<file path="src/hw/rtl/dq_pkg.sv">
package dq_pkg;

   // Operation codes carried in the func field of a request.
   localparam logic [2:0] FUNC_PUSH_FRONT = 3'd0;
   localparam logic [2:0] FUNC_PUSH_BACK  = 3'd1;
   localparam logic [2:0] FUNC_POP_FRONT  = 3'd2;
   localparam logic [2:0] FUNC_POP_BACK   = 3'd3;
   localparam logic [2:0] FUNC_REVERSE    = 3'd4;

   // Error codes reported with every response.
   localparam logic [1:0] ERR_NONE       = 2'd0;
   localparam logic [1:0] ERR_PUSH_FULL  = 2'd1;
   localparam logic [1:0] ERR_POP_EMPTY  = 2'd2;

   // Controller sequence for one transaction.
   typedef enum logic [1:0] {
      ST_IDLE,
      ST_EXEC,
      ST_READ,
      ST_LOAD
   } dq_state_type;

   // Commands from the controller to the datapath.
   typedef struct packed {
      logic capture;
      logic exec;
      logic load;
   } dq_cmd_type;

endpackage

</file>
<file path="src/hw/rtl/double_ended_queue.sv">
// Bounded double-ended queue of DEPTH elements held in a ring buffer with a
// head index, a count and a direction flag; reverse only toggles the flag.
// Each request transaction pushes at either end, pops from either end or
// reverses, and yields one response transaction with the front and back
// elements (zero when empty), the element count and an error code. A push
// onto a full queue or a pop from an empty one reports an error and leaves
// the queue unchanged. Each transaction runs through capture, the queue
// update through the single memory write port, the registered memory read
// of both ends, and the load of the output register, which waits while the
// response side stalls. A new request is accepted the cycle after the
// response is loaded, even while that response still waits.
module double_ended_queue #(
   parameter int DEPTH      = 16,
   parameter int ELEM_WIDTH = 64
) (
   input  logic                         clock,
   input  logic                         reset,
   input  logic                         req_valid,
   output logic                         req_stall,
   input  logic [2:0]                   req_func,
   input  logic [ELEM_WIDTH-1:0]        req_value,
   output logic                         rsp_valid,
   input  logic                         rsp_stall,
   output logic [ELEM_WIDTH-1:0]        rsp_front_value,
   output logic [ELEM_WIDTH-1:0]        rsp_back_value,
   output logic [$clog2(DEPTH+1)-1:0]   rsp_element_count,
   output logic [1:0]                   rsp_error_code
);
   import dq_pkg::*;

   localparam int CNT_W = $clog2(DEPTH + 1);

   dq_cmd_type cmd;

   // Sequencer for one transaction at a time.
   dq_ctrl u_ctrl (
      .clock     (clock),
      .reset     (reset),
      .req_valid (req_valid),
      .req_stall (req_stall),
      .rsp_valid (rsp_valid),
      .rsp_stall (rsp_stall),
      .cmd       (cmd)
   );

   // Ring storage, indices and response registers.
   dq_datapath #(
      .DEPTH      (DEPTH),
      .ELEM_WIDTH (ELEM_WIDTH),
      .CNT_W      (CNT_W)
   ) u_datapath (
      .clock             (clock),
      .reset             (reset),
      .cmd               (cmd),
      .req_func          (req_func),
      .req_value         (req_value),
      .rsp_front_value   (rsp_front_value),
      .rsp_back_value    (rsp_back_value),
      .rsp_element_count (rsp_element_count),
      .rsp_error_code    (rsp_error_code)
   );

endmodule

</file>
<file path="src/hw/rtl/dq_ctrl.sv">
module dq_ctrl (
   input  logic               clock,
   input  logic               reset,
   input  logic               req_valid,
   output logic               req_stall,
   output logic               rsp_valid,
   input  logic               rsp_stall,
   output dq_pkg::dq_cmd_type cmd
);
   import dq_pkg::*;

   dq_state_type state_ff, state_in;
   logic         rsp_valid_ff, rsp_valid_in;
   logic         rsp_free;

   // The output register can take a new result when empty or being drained.
   assign rsp_free  = !rsp_valid_ff || !rsp_stall;
   assign rsp_valid = rsp_valid_ff;
   assign req_stall = (state_ff != ST_IDLE);

   // State register and response valid flag.
   always_ff @(posedge clock) begin
      if (reset) begin
         state_ff     <= ST_IDLE;
         rsp_valid_ff <= 1'b0;
      end else begin
         state_ff     <= state_in;
         rsp_valid_ff <= rsp_valid_in;
      end
   end

   // Next state and datapath commands.
   always_comb begin
      state_in     = state_ff;
      cmd          = '0;
      rsp_valid_in = rsp_valid_ff && rsp_stall;
      case (state_ff)
         ST_IDLE: begin
            if (req_valid) begin
               cmd.capture = 1'b1;
               state_in    = ST_EXEC;
            end
         end
         ST_EXEC: begin
            cmd.exec = 1'b1;
            state_in = ST_READ;
         end
         ST_READ: begin
            state_in = ST_LOAD;
         end
         ST_LOAD: begin
            if (rsp_free) begin
               cmd.load     = 1'b1;
               rsp_valid_in = 1'b1;
               state_in     = ST_IDLE;
            end
         end
         default: begin
            state_in = ST_IDLE;
         end
      endcase
   end

endmodule

</file>
<file path="src/hw/rtl/dq_datapath.sv">
module dq_datapath #(
   parameter int DEPTH      = 16,
   parameter int ELEM_WIDTH = 64,
   parameter int CNT_W      = 5
) (
   input  logic                  clock,
   input  logic                  reset,
   input  dq_pkg::dq_cmd_type    cmd,
   input  logic [2:0]            req_func,
   input  logic [ELEM_WIDTH-1:0] req_value,
   output logic [ELEM_WIDTH-1:0] rsp_front_value,
   output logic [ELEM_WIDTH-1:0] rsp_back_value,
   output logic [CNT_W-1:0]      rsp_element_count,
   output logic [1:0]            rsp_error_code
);
   import dq_pkg::*;

   localparam int IDX_W = $clog2(DEPTH);
   localparam int SUM_W = CNT_W + 1;

   // Ring storage; only occupied slots reach the response.
   logic [ELEM_WIDTH-1:0] mem [DEPTH];

   logic [2:0]            func_ff;
   logic [ELEM_WIDTH-1:0] value_ff;
   logic [IDX_W-1:0]      head_ff, head_in;
   logic [CNT_W-1:0]      count_ff, count_in;
   logic                  rev_ff, rev_in;
   logic [1:0]            err_ff, err_in;
   logic [ELEM_WIDTH-1:0] first_ff, last_ff;
   logic [ELEM_WIDTH-1:0] front_ff, back_ff;
   logic [CNT_W-1:0]      count_out_ff;
   logic [1:0]            err_out_ff;

   logic                  is_push, is_pop, at_front, to_head;
   logic                  full, empty;
   logic [IDX_W-1:0]      head_dec, head_inc, tail_pos, last_pos;
   logic [SUM_W-1:0]      tail_sum;
   logic                  mem_we;
   logic [IDX_W-1:0]      mem_waddr;

   // Latch the request transaction.
   always_ff @(posedge clock) begin
      if (cmd.capture) begin
         func_ff  <= req_func;
         value_ff <= req_value;
      end
   end

   // Ring index arithmetic.
   always_comb begin
      full     = (count_ff == CNT_W'(DEPTH));
      empty    = (count_ff == '0);
      head_dec = (head_ff == '0) ? IDX_W'(DEPTH - 1) : head_ff - 1'b1;
      head_inc = (head_ff == IDX_W'(DEPTH - 1)) ? '0 : head_ff + 1'b1;
      tail_sum = SUM_W'(head_ff) + SUM_W'(count_ff);
      if (tail_sum >= SUM_W'(DEPTH)) begin
         tail_sum = tail_sum - SUM_W'(DEPTH);
      end
      tail_pos = tail_sum[IDX_W-1:0];
      last_pos = (tail_pos == '0) ? IDX_W'(DEPTH - 1) : tail_pos - 1'b1;
   end

   // Operation decode and state update.
   always_comb begin
      is_push   = (func_ff == FUNC_PUSH_FRONT) || (func_ff == FUNC_PUSH_BACK);
      is_pop    = (func_ff == FUNC_POP_FRONT) || (func_ff == FUNC_POP_BACK);
      at_front  = (func_ff == FUNC_PUSH_FRONT) || (func_ff == FUNC_POP_FRONT);
      to_head   = (at_front != rev_ff);
      head_in   = head_ff;
      count_in  = count_ff;
      rev_in    = rev_ff;
      err_in    = ERR_NONE;
      mem_we    = 1'b0;
      mem_waddr = to_head ? head_dec : tail_pos;
      if (is_push) begin
         if (full) begin
            err_in = ERR_PUSH_FULL;
         end else begin
            mem_we   = cmd.exec;
            count_in = count_ff + 1'b1;
            if (to_head) begin
               head_in = head_dec;
            end
         end
      end else if (is_pop) begin
         if (empty) begin
            err_in = ERR_POP_EMPTY;
         end else begin
            count_in = count_ff - 1'b1;
            if (to_head) begin
               head_in = head_inc;
            end
         end
      end else if (func_ff == FUNC_REVERSE) begin
         if (!empty) begin
            rev_in = !rev_ff;
         end
      end
   end

   // Queue control state.
   always_ff @(posedge clock) begin
      if (reset) begin
         head_ff  <= '0;
         count_ff <= '0;
         rev_ff   <= 1'b0;
      end else if (cmd.exec) begin
         head_ff  <= head_in;
         count_ff <= count_in;
         rev_ff   <= rev_in;
      end
   end

   always_ff @(posedge clock) begin
      if (cmd.exec) begin
         err_ff <= err_in;
      end
   end

   // Memory: one write port, two registered read ports at the ring ends.
   always_ff @(posedge clock) begin
      if (mem_we) begin
         mem[mem_waddr] <= value_ff;
      end
      first_ff <= mem[head_ff];
      last_ff  <= mem[last_pos];
   end

   // Output register for the response transaction.
   always_ff @(posedge clock) begin
      if (cmd.load) begin
         if (empty) begin
            front_ff <= '0;
            back_ff  <= '0;
         end else if (rev_ff) begin
            front_ff <= last_ff;
            back_ff  <= first_ff;
         end else begin
            front_ff <= first_ff;
            back_ff  <= last_ff;
         end
         count_out_ff <= count_ff;
         err_out_ff   <= err_ff;
      end
   end

   assign rsp_front_value   = front_ff;
   assign rsp_back_value    = back_ff;
   assign rsp_element_count = count_out_ff;
   assign rsp_error_code    = err_out_ff;

endmodule

</file>
<file path="config.mk">
export PLATFORM = sky130hd
export DESIGN_NAME = double_ended_queue
export DESIGN_NICKNAME = d
export VERILOG_FILES = /design/src/hw/rtl/dq_pkg.sv /design/src/hw/rtl/double_ended_queue.sv /design/src/hw/rtl/dq_ctrl.sv /design/src/hw/rtl/dq_datapath.sv
export SDC_FILE = /design/constraint.sdc
export NUM_CORES = 2
export LEC_CHECK = 0
export BUFFER_PORTS_ARGS = -buffer_cell sky130_fd_sc_hd__buf_2
export CAP_MARGIN = 5
export CORE_ASPECT_RATIO = 2
export CORE_MARGIN = 2
export CORE_UTILIZATION = 58
export DETAILED_ROUTE_END_ITERATION = 16
export PLACE_DENSITY = 0.73
export SYNTH_ARGS = -nofsm -noshare
export SYNTH_HDL_FRONTEND = slang
export SYNTH_SLANG_ARGS = --single-unit
</file>
<file path="constraint.sdc">
create_clock -name clock -period 21.3 [get_ports clock]
set_input_delay 1.065 -clock clock [delete_from_list [all_inputs] [get_ports clock]]
set_output_delay 1.065 -clock clock [all_outputs]
set_load 0.005 [all_outputs]
</file>
# Yosys cells after proc, flatten, opt, wreduce, memory -nomap -nowiden
# Memories as Yosys holds them, arrays and structs flattened. A register that Yosys moved wholly into a read port is not among the register bits.
# Index checks and enable logic that the tools add are counted.
[classes] n_addsub=7 n_lt_le_gt_ge=1 n_eq_ne=16 mux=35 n_bitwise=3 n_reduce_logical=19
[op_table] operator="two-way mux 64 bit" n=2
[op_table] operator="two-way mux 4 bit" n=11
[op_table] operator="two-way mux 5 bit" n=4
[op_table] operator="two-way mux 1 bit" n=12
[op_table] operator="subtractor 4 x 1 -> 4 bit (second input constant)" n=3
[op_table] operator="two-way mux 2 bit" n=5
[op_table] operator="logical NOT 4 bit" n=2
[op_table] operator="!= test 2 bit (second input constant)" n=4
[op_table] operator="case mux 2 bit (4 select lines)" n=1
[op_table] operator="adder 4 x 5 -> 6 bit" n=1
[op_table] operator="equality test 3 x 2 -> 1 bit (second input constant)" n=2
[op_table] operator=">= comparator 6 x 5 -> 1 bit (second input constant)" n=1
[op_table] operator="AND reduction 6 bit" n=1
[op_table] operator="adder 5 x 1 -> 5 bit (second input constant)" n=1
[op_table] operator="equality test 5 bit (second input constant)" n=1
[op_table] operator="logical NOT 5 bit" n=1
[op_table] operator="AND reduction 5 bit" n=1
[op_table] operator="subtractor 5 x 1 -> 5 bit (second input constant)" n=1
[op_table] operator="adder 4 x 1 -> 4 bit (second input constant)" n=1
[op_table] operator="equality test 2 bit (second input constant)" n=2
[op_table] operator="equality test 4 bit (second input constant)" n=1
[op_table] operator="logical OR 1 bit" n=4
[op_table] operator="!= test 2 x 1 -> 1 bit (second input constant)" n=2
[op_table] operator="AND reduction 4 bit" n=1
[op_table] operator="11 further kinds" n=16
[word_totals] ff_bits=217 ram_bits=1024 in_bits=71 output_inout_bits=137 wordCells=94 memories=1
[mem_list] name="u_datapath.mem" depth=16 word_bits=64 rd=2 rd_ports_with_merged_regs=2 write_ports=1 line_no="dq_datapath.sv:22" source="logic [ELEM_WIDTH-1:0] mem [DEPTH];"

# Depth between registers and ports, before layout
[logic_depth] ltp_word=7 depth_mapped=13 mapped_depth_nobuf=9

# Cells and area by module
# Synthesis repeated with hierarchy kept, for this count alone.
[hier_totals] hier_cells=3092 hier_area_um2=58980.3
[modules_own_cells] module="dq_datapath" n_inst=1 cells_per_inst=3068 area_per_inst_um2=58765.1
[modules_own_cells] module="dq_ctrl" n_inst=1 cells_per_inst=24 area_per_inst_um2=215.2

# Least setup slack after synthesis
# No wires, ideal clock.
[synth_timing] path_type="input to register" startpoint="input port rsp_stall" endpoint="register u_datapath.back_ff[0] (netlist: u_datapath.rsp_back_value[0]) (enable)" setup_time_ps=836 arrival_ps=10779 required_time_ps=20464 path_slack_ps=9685 path_stages=1 path_cell_list="a21boi_0"
[synth_via] elab_chain_cells=4
[synth_lines] item="start, declared" line_no="double_ended_queue.sv:23" source="input logic rsp_stall,"
[synth_lines] item="logical NOT 1 bit" line_no="dq_ctrl.sv:17" source="assign rsp_free = !rsp_valid_ff || !rsp_stall;"
[synth_lines] item="logical OR 1 bit" line_no="dq_ctrl.sv:17"
[synth_lines] item="two-way mux 1 bit" line_no="dq_ctrl.sv:52" source="if (rsp_free) begin"
[synth_lines] item="two-way mux 1 bit" line_no="dq_ctrl.sv:37" source="case (state_ff)"
[synth_lines] item="end signal, assigned" line_no="dq_datapath.sv:138" source="back_ff <= first_ff;"
[synth_lines] item="end signal, assigned" line_no="dq_datapath.sv:141" source="back_ff <= last_ff;"
[synth_lines] item="end, declared" line_no="dq_datapath.sv:31" source="logic [ELEM_WIDTH-1:0] front_ff, back_ff;"
# No other way between the ends.
# A chain may end at the register's enable or synchronous reset.

# Final worst setup path
[layout_timing] startpoint="register u_datapath.head_ff[1]" endpoint="memory u_datapath.mem[5][41] (enable)"
[layout_via] elab_chain_cells=4
[layout_lines] item="start, declared" line_no="dq_datapath.sv:26" source="logic [IDX_W-1:0] head_ff, head_in;"
[layout_lines] item="start signal, assigned" line_no="dq_datapath.sv:109" source="head_ff <= head_in;"
[layout_lines] item="adder 4 x 5 -> 6 bit" line_no="dq_datapath.sv:56" source="tail_sum = SUM_W'(head_ff) + SUM_W'(count_ff);"
[layout_lines] item=">= comparator 6 x 5 -> 1 bit or subtractor 4 x 1 -> 4 bit (tied branches)" line_no="dq_datapath.sv:57, dq_datapath.sv:58"
[layout_lines] item="two-way mux 4 bit" line_no="dq_datapath.sv:57" source="if (tail_sum >= SUM_W'(DEPTH)) begin"
[layout_lines] item="two-way mux 4 bit *" line_no="dq_datapath.sv:75" source="mem_waddr = to_head ? head_dec : tail_pos;"
[layout_lines] item="end, declared" line_no="dq_datapath.sv:22"
# Every way passes the cells marked *; elsewhere a longest branch is shown, timed or not.

==> results.cfg <==
[layout]
final_core_util_pct = 64.59
drive_gt1_share_pct = 29.94
syn_to_final_growth_pct = 11.00
antenna_cells = 0
design_area_sq_um = 65070
fin_nets = 3327

[clock_tree]
clock_path_buffers = 3
cts_buffers = 114
cts_resized = 0
postCtsSetupBuffers = 0
clock_latency_ns = 0.74
root_buffer = clkbuf_16
htreeDepth = 3
postCtsHoldBufs = 0
cts_tree = yes
clk_pin_slew_ns = 0.07
cts_sinks = 1369

[global_route]
grt_usage_pct = 28.39
grt_pass1_vias = 33680
grt_max_degree = 136
use_met3_pct = 4.160
gr-usage-met1_pct = 35.91
globalRouteOverflowTotal = 0
antenna_found_initial = 0
grt.met2_usage_pct = 49.72
grt_first_pass_wirelength_mm = 216.1
top_usage_layer = met2

[worst_setup_path]
cp.required_ns = 21.66
cp_common_cell = buf_4
cp.arrival_ns = 6.14
reg2reg_from = u_datapath.head_ff[1]$_SDFFE_PP0P_
cpMaxStageDelayCell = nor2_4
cp_cell_sequence = buf_4 -> clkinv_2 -> ha_1 -> o21bai_1 -> a21oi_1 -> a41oi_1 -> nor3_1 -> a31oi_1 -> nor2_4 -> buf_4
rr_worst_depth = 10
crit_type = reg2reg
endpoint_kind = flop
startpoint = u_datapath.head_ff[1]$_SDFFE_PP0P_
startpoint_type = flop
crit_fanout = 39
reg2reg_slack_ns = 15.51
crit_path_max_incr_delay_ns = 0.98

[synth]
synthCells = 3074
synth_nets = 3162
synthesis.area_sq_um = 58620
ys_ff_latch = 1369
ys_types = 39
yosysSeqAreaShare_pct = 67.72
synth-main-ff-cell = edfxtp_1
avgSynthCellArea_sq_um = 19.07
synth-edff-count = 1228
async_reset_ff_share_pct = 0
synth_warnings = 0

[timing]
finalSetupViolCount = 0
max_freq_mhz = 172.8
fin_skew_ns = 0.02066
rsz0062_at_grt = no
slew_headroom_pct = 19.11
setup-tns-final_ns = 0
worstMarginPinSlew_ns = 1.213
fin_crit_sh_pct = 27.17
min_period_ns = 5.788
finalMaxSlewViolations = 0
hold_viol = 0

[pwr]
p_clk_share_pct = 29.2
switching_share_pct = 29.48
p_seq_share_pct = 45.4
pwr-share-comb_pct = 25.5
p_switching_uw = 2275
p_leak_uw = 0.02022
p_int_uw = 5442
finalPower_uw = 7717
peakVddDrop_uv = 128.4
power.density_nw_per_um2 = 118.6

[floorplanning]
die_y_microns = 453.6
initial_utilization_pct = 58.19
die-area_sq_um = 103800
rows = 165
core_area_sq_um = 100700
io_pins = 208
fp.dieW_microns = 228.8

[job]
maxCapViolations = 0

[min_path]
worstHoldPathType = reg2reg
holdPathStages = 0
worstHoldStart = u_datapath.err_ff[0]$_SDFFCE_PP0N_

[detailed_routing]
routed_via_density = 6.734
drc = 0
drt_first_iter_violations = 3714
antenna_left = 0
drt_wl_total_mm = 144.9
drt-pass1-iter-count = 6
vias = 31490
wl_per_cell_microns = 31.00

[placement]
post_dp_cell_area_sq_um = 61030
hpwl_mm = 79.98
finalWeightedCongestion = 0.8089
numPortBuffers = 207

[run_status]
status = finished clean
[logic make-up (layout without fill, tap and decap cells)]
| kind of cell | count (synthesis) | in the layout | synth area share (%) |
|---|---|---|---|
| xor gates and xnor gates | 13 | 13 | 0.2327 |
| buffers and inverters | 224 | 490 | 1.697 |
| muxes | 836 | 836 | 25.23 |
| AOI/OAI and AO/OA | 102 | 102 | 1.091 |
| adders and majority gates | 17 | 17 | 0.3885 |
| and+or+nand+nor | 513 | 513 | 3.645 |
| DFF | 1369 | 1369 | 67.72 |
[final cells by class]
class	instances	area, sq um
sequential	1369	39720
clock inverter	80	1015
clock buffer	137	3029
tap	1336	1672
timing repair buffer	260	1471
multi-input combinational	1481	18120
fill	6940	35680
inverter	13	51.30
[metal layers]
metal	vias to the layer above	part of all wire (%)	wire length [microns]
met2	1627	53	76290
met3	314	7.5	10820
met5	-	0	0
li1	12880	-	-
met4	0	3.8	5514
met1	16670	36	52320
[power groups by stage]
stage / Combinational (uW) / Clock [uW] / Sequential, uW
after detailed placement: 1980 / 0 / 3550
after CTS: 1980 / 2280 / 3500
after global routing: 2110 / 2380 / 3530
after floorplan: 1470 / 0 / 3480
after global placement: 1930 / 0 / 3540
final: 1970 / 2250 / 3500
[sequential cells by signal (all words and copies together), names as in the netlist, 5 cells and up]
signal,count
u_datapath.count_ff,5
u_datapath.rsp_front_value,64
u_datapath.value_ff,64
u_datapath.last_ff,64
u_datapath.mem,1024
u_datapath.rsp_element_count,5
u_datapath.first_ff,64
u_datapath.rsp_back_value,64
[worst max-delay path, delay by kind of cell (launching register included)]
kind / cells / cell delay [ns]
AOI/OAI and AO/OA: 4 / 0.71
adders and majority gates: 1 / 0.47
buffers and inverters: 3 / 2.14
DFF: 1 / 0.62
and+or+nand+nor: 2 / 1.28
[layout by cell type (no fill, tap or decap), types with 9 or more instances in the layout]
cell / n
nor2_1: 146
nor2_4: 16
inv_6: 10
mux4_2: 508
a21oi_1: 9
buf_4: 50
clkbuf_16: 114
inv_1: 9
clkinv_2: 19
ha_1: 13
edfxtp_1: 1228
buf_2: 207
nand2_1: 265
o21ai_0: 9
clkinvlp_4: 17
dfxtp_1: 136
clkbuf_8: 9
mux2i_1: 323
clkbuf_1: 14
and3_1: 66
a31oi_1: 67
bufinv_16: 19
[cells in the mapped netlist, types with 11 or more instances]
master,instances,share of area [%]
mux4_2,508,20
dfxtp_1,141,4.8
buf_4,20,0.26
a31oi_1,67,0.71
mux2i_1,324,5.5
buf_2,63,0.54
inv_1,11,0.070
edfxtp_1,1228,63
and3_1,66,0.70
nor2_1,162,1.0
clkbuf_1,112,0.72
nand2_1,265,1.7
buf_1,16,0.10
ha_1,15,0.32
[through the flow]
stage	hold WS [ns]	setup WS, ns	cells
global route	0.4293	15.23	4676
global placement	0.4025	15.64	4459
detailed placement	0.4098	15.47	4459
finish	0.4230	15.51	4676
CTS	0.4264	15.49	4676
floorplan	0.4003	9.685	3074
[worst paths after layout]
check	endpoint
max reg2reg	u_datapath.mem[5][41]$_DFFE_PP_
min	u_datapath.rsp_error_code[0]$_DFFE_PP_
max	u_datapath.mem[5][41]$_DFFE_PP_
min reg2reg	u_datapath.rsp_error_code[0]$_DFFE_PP_
(Power assumes the default switching activity.)
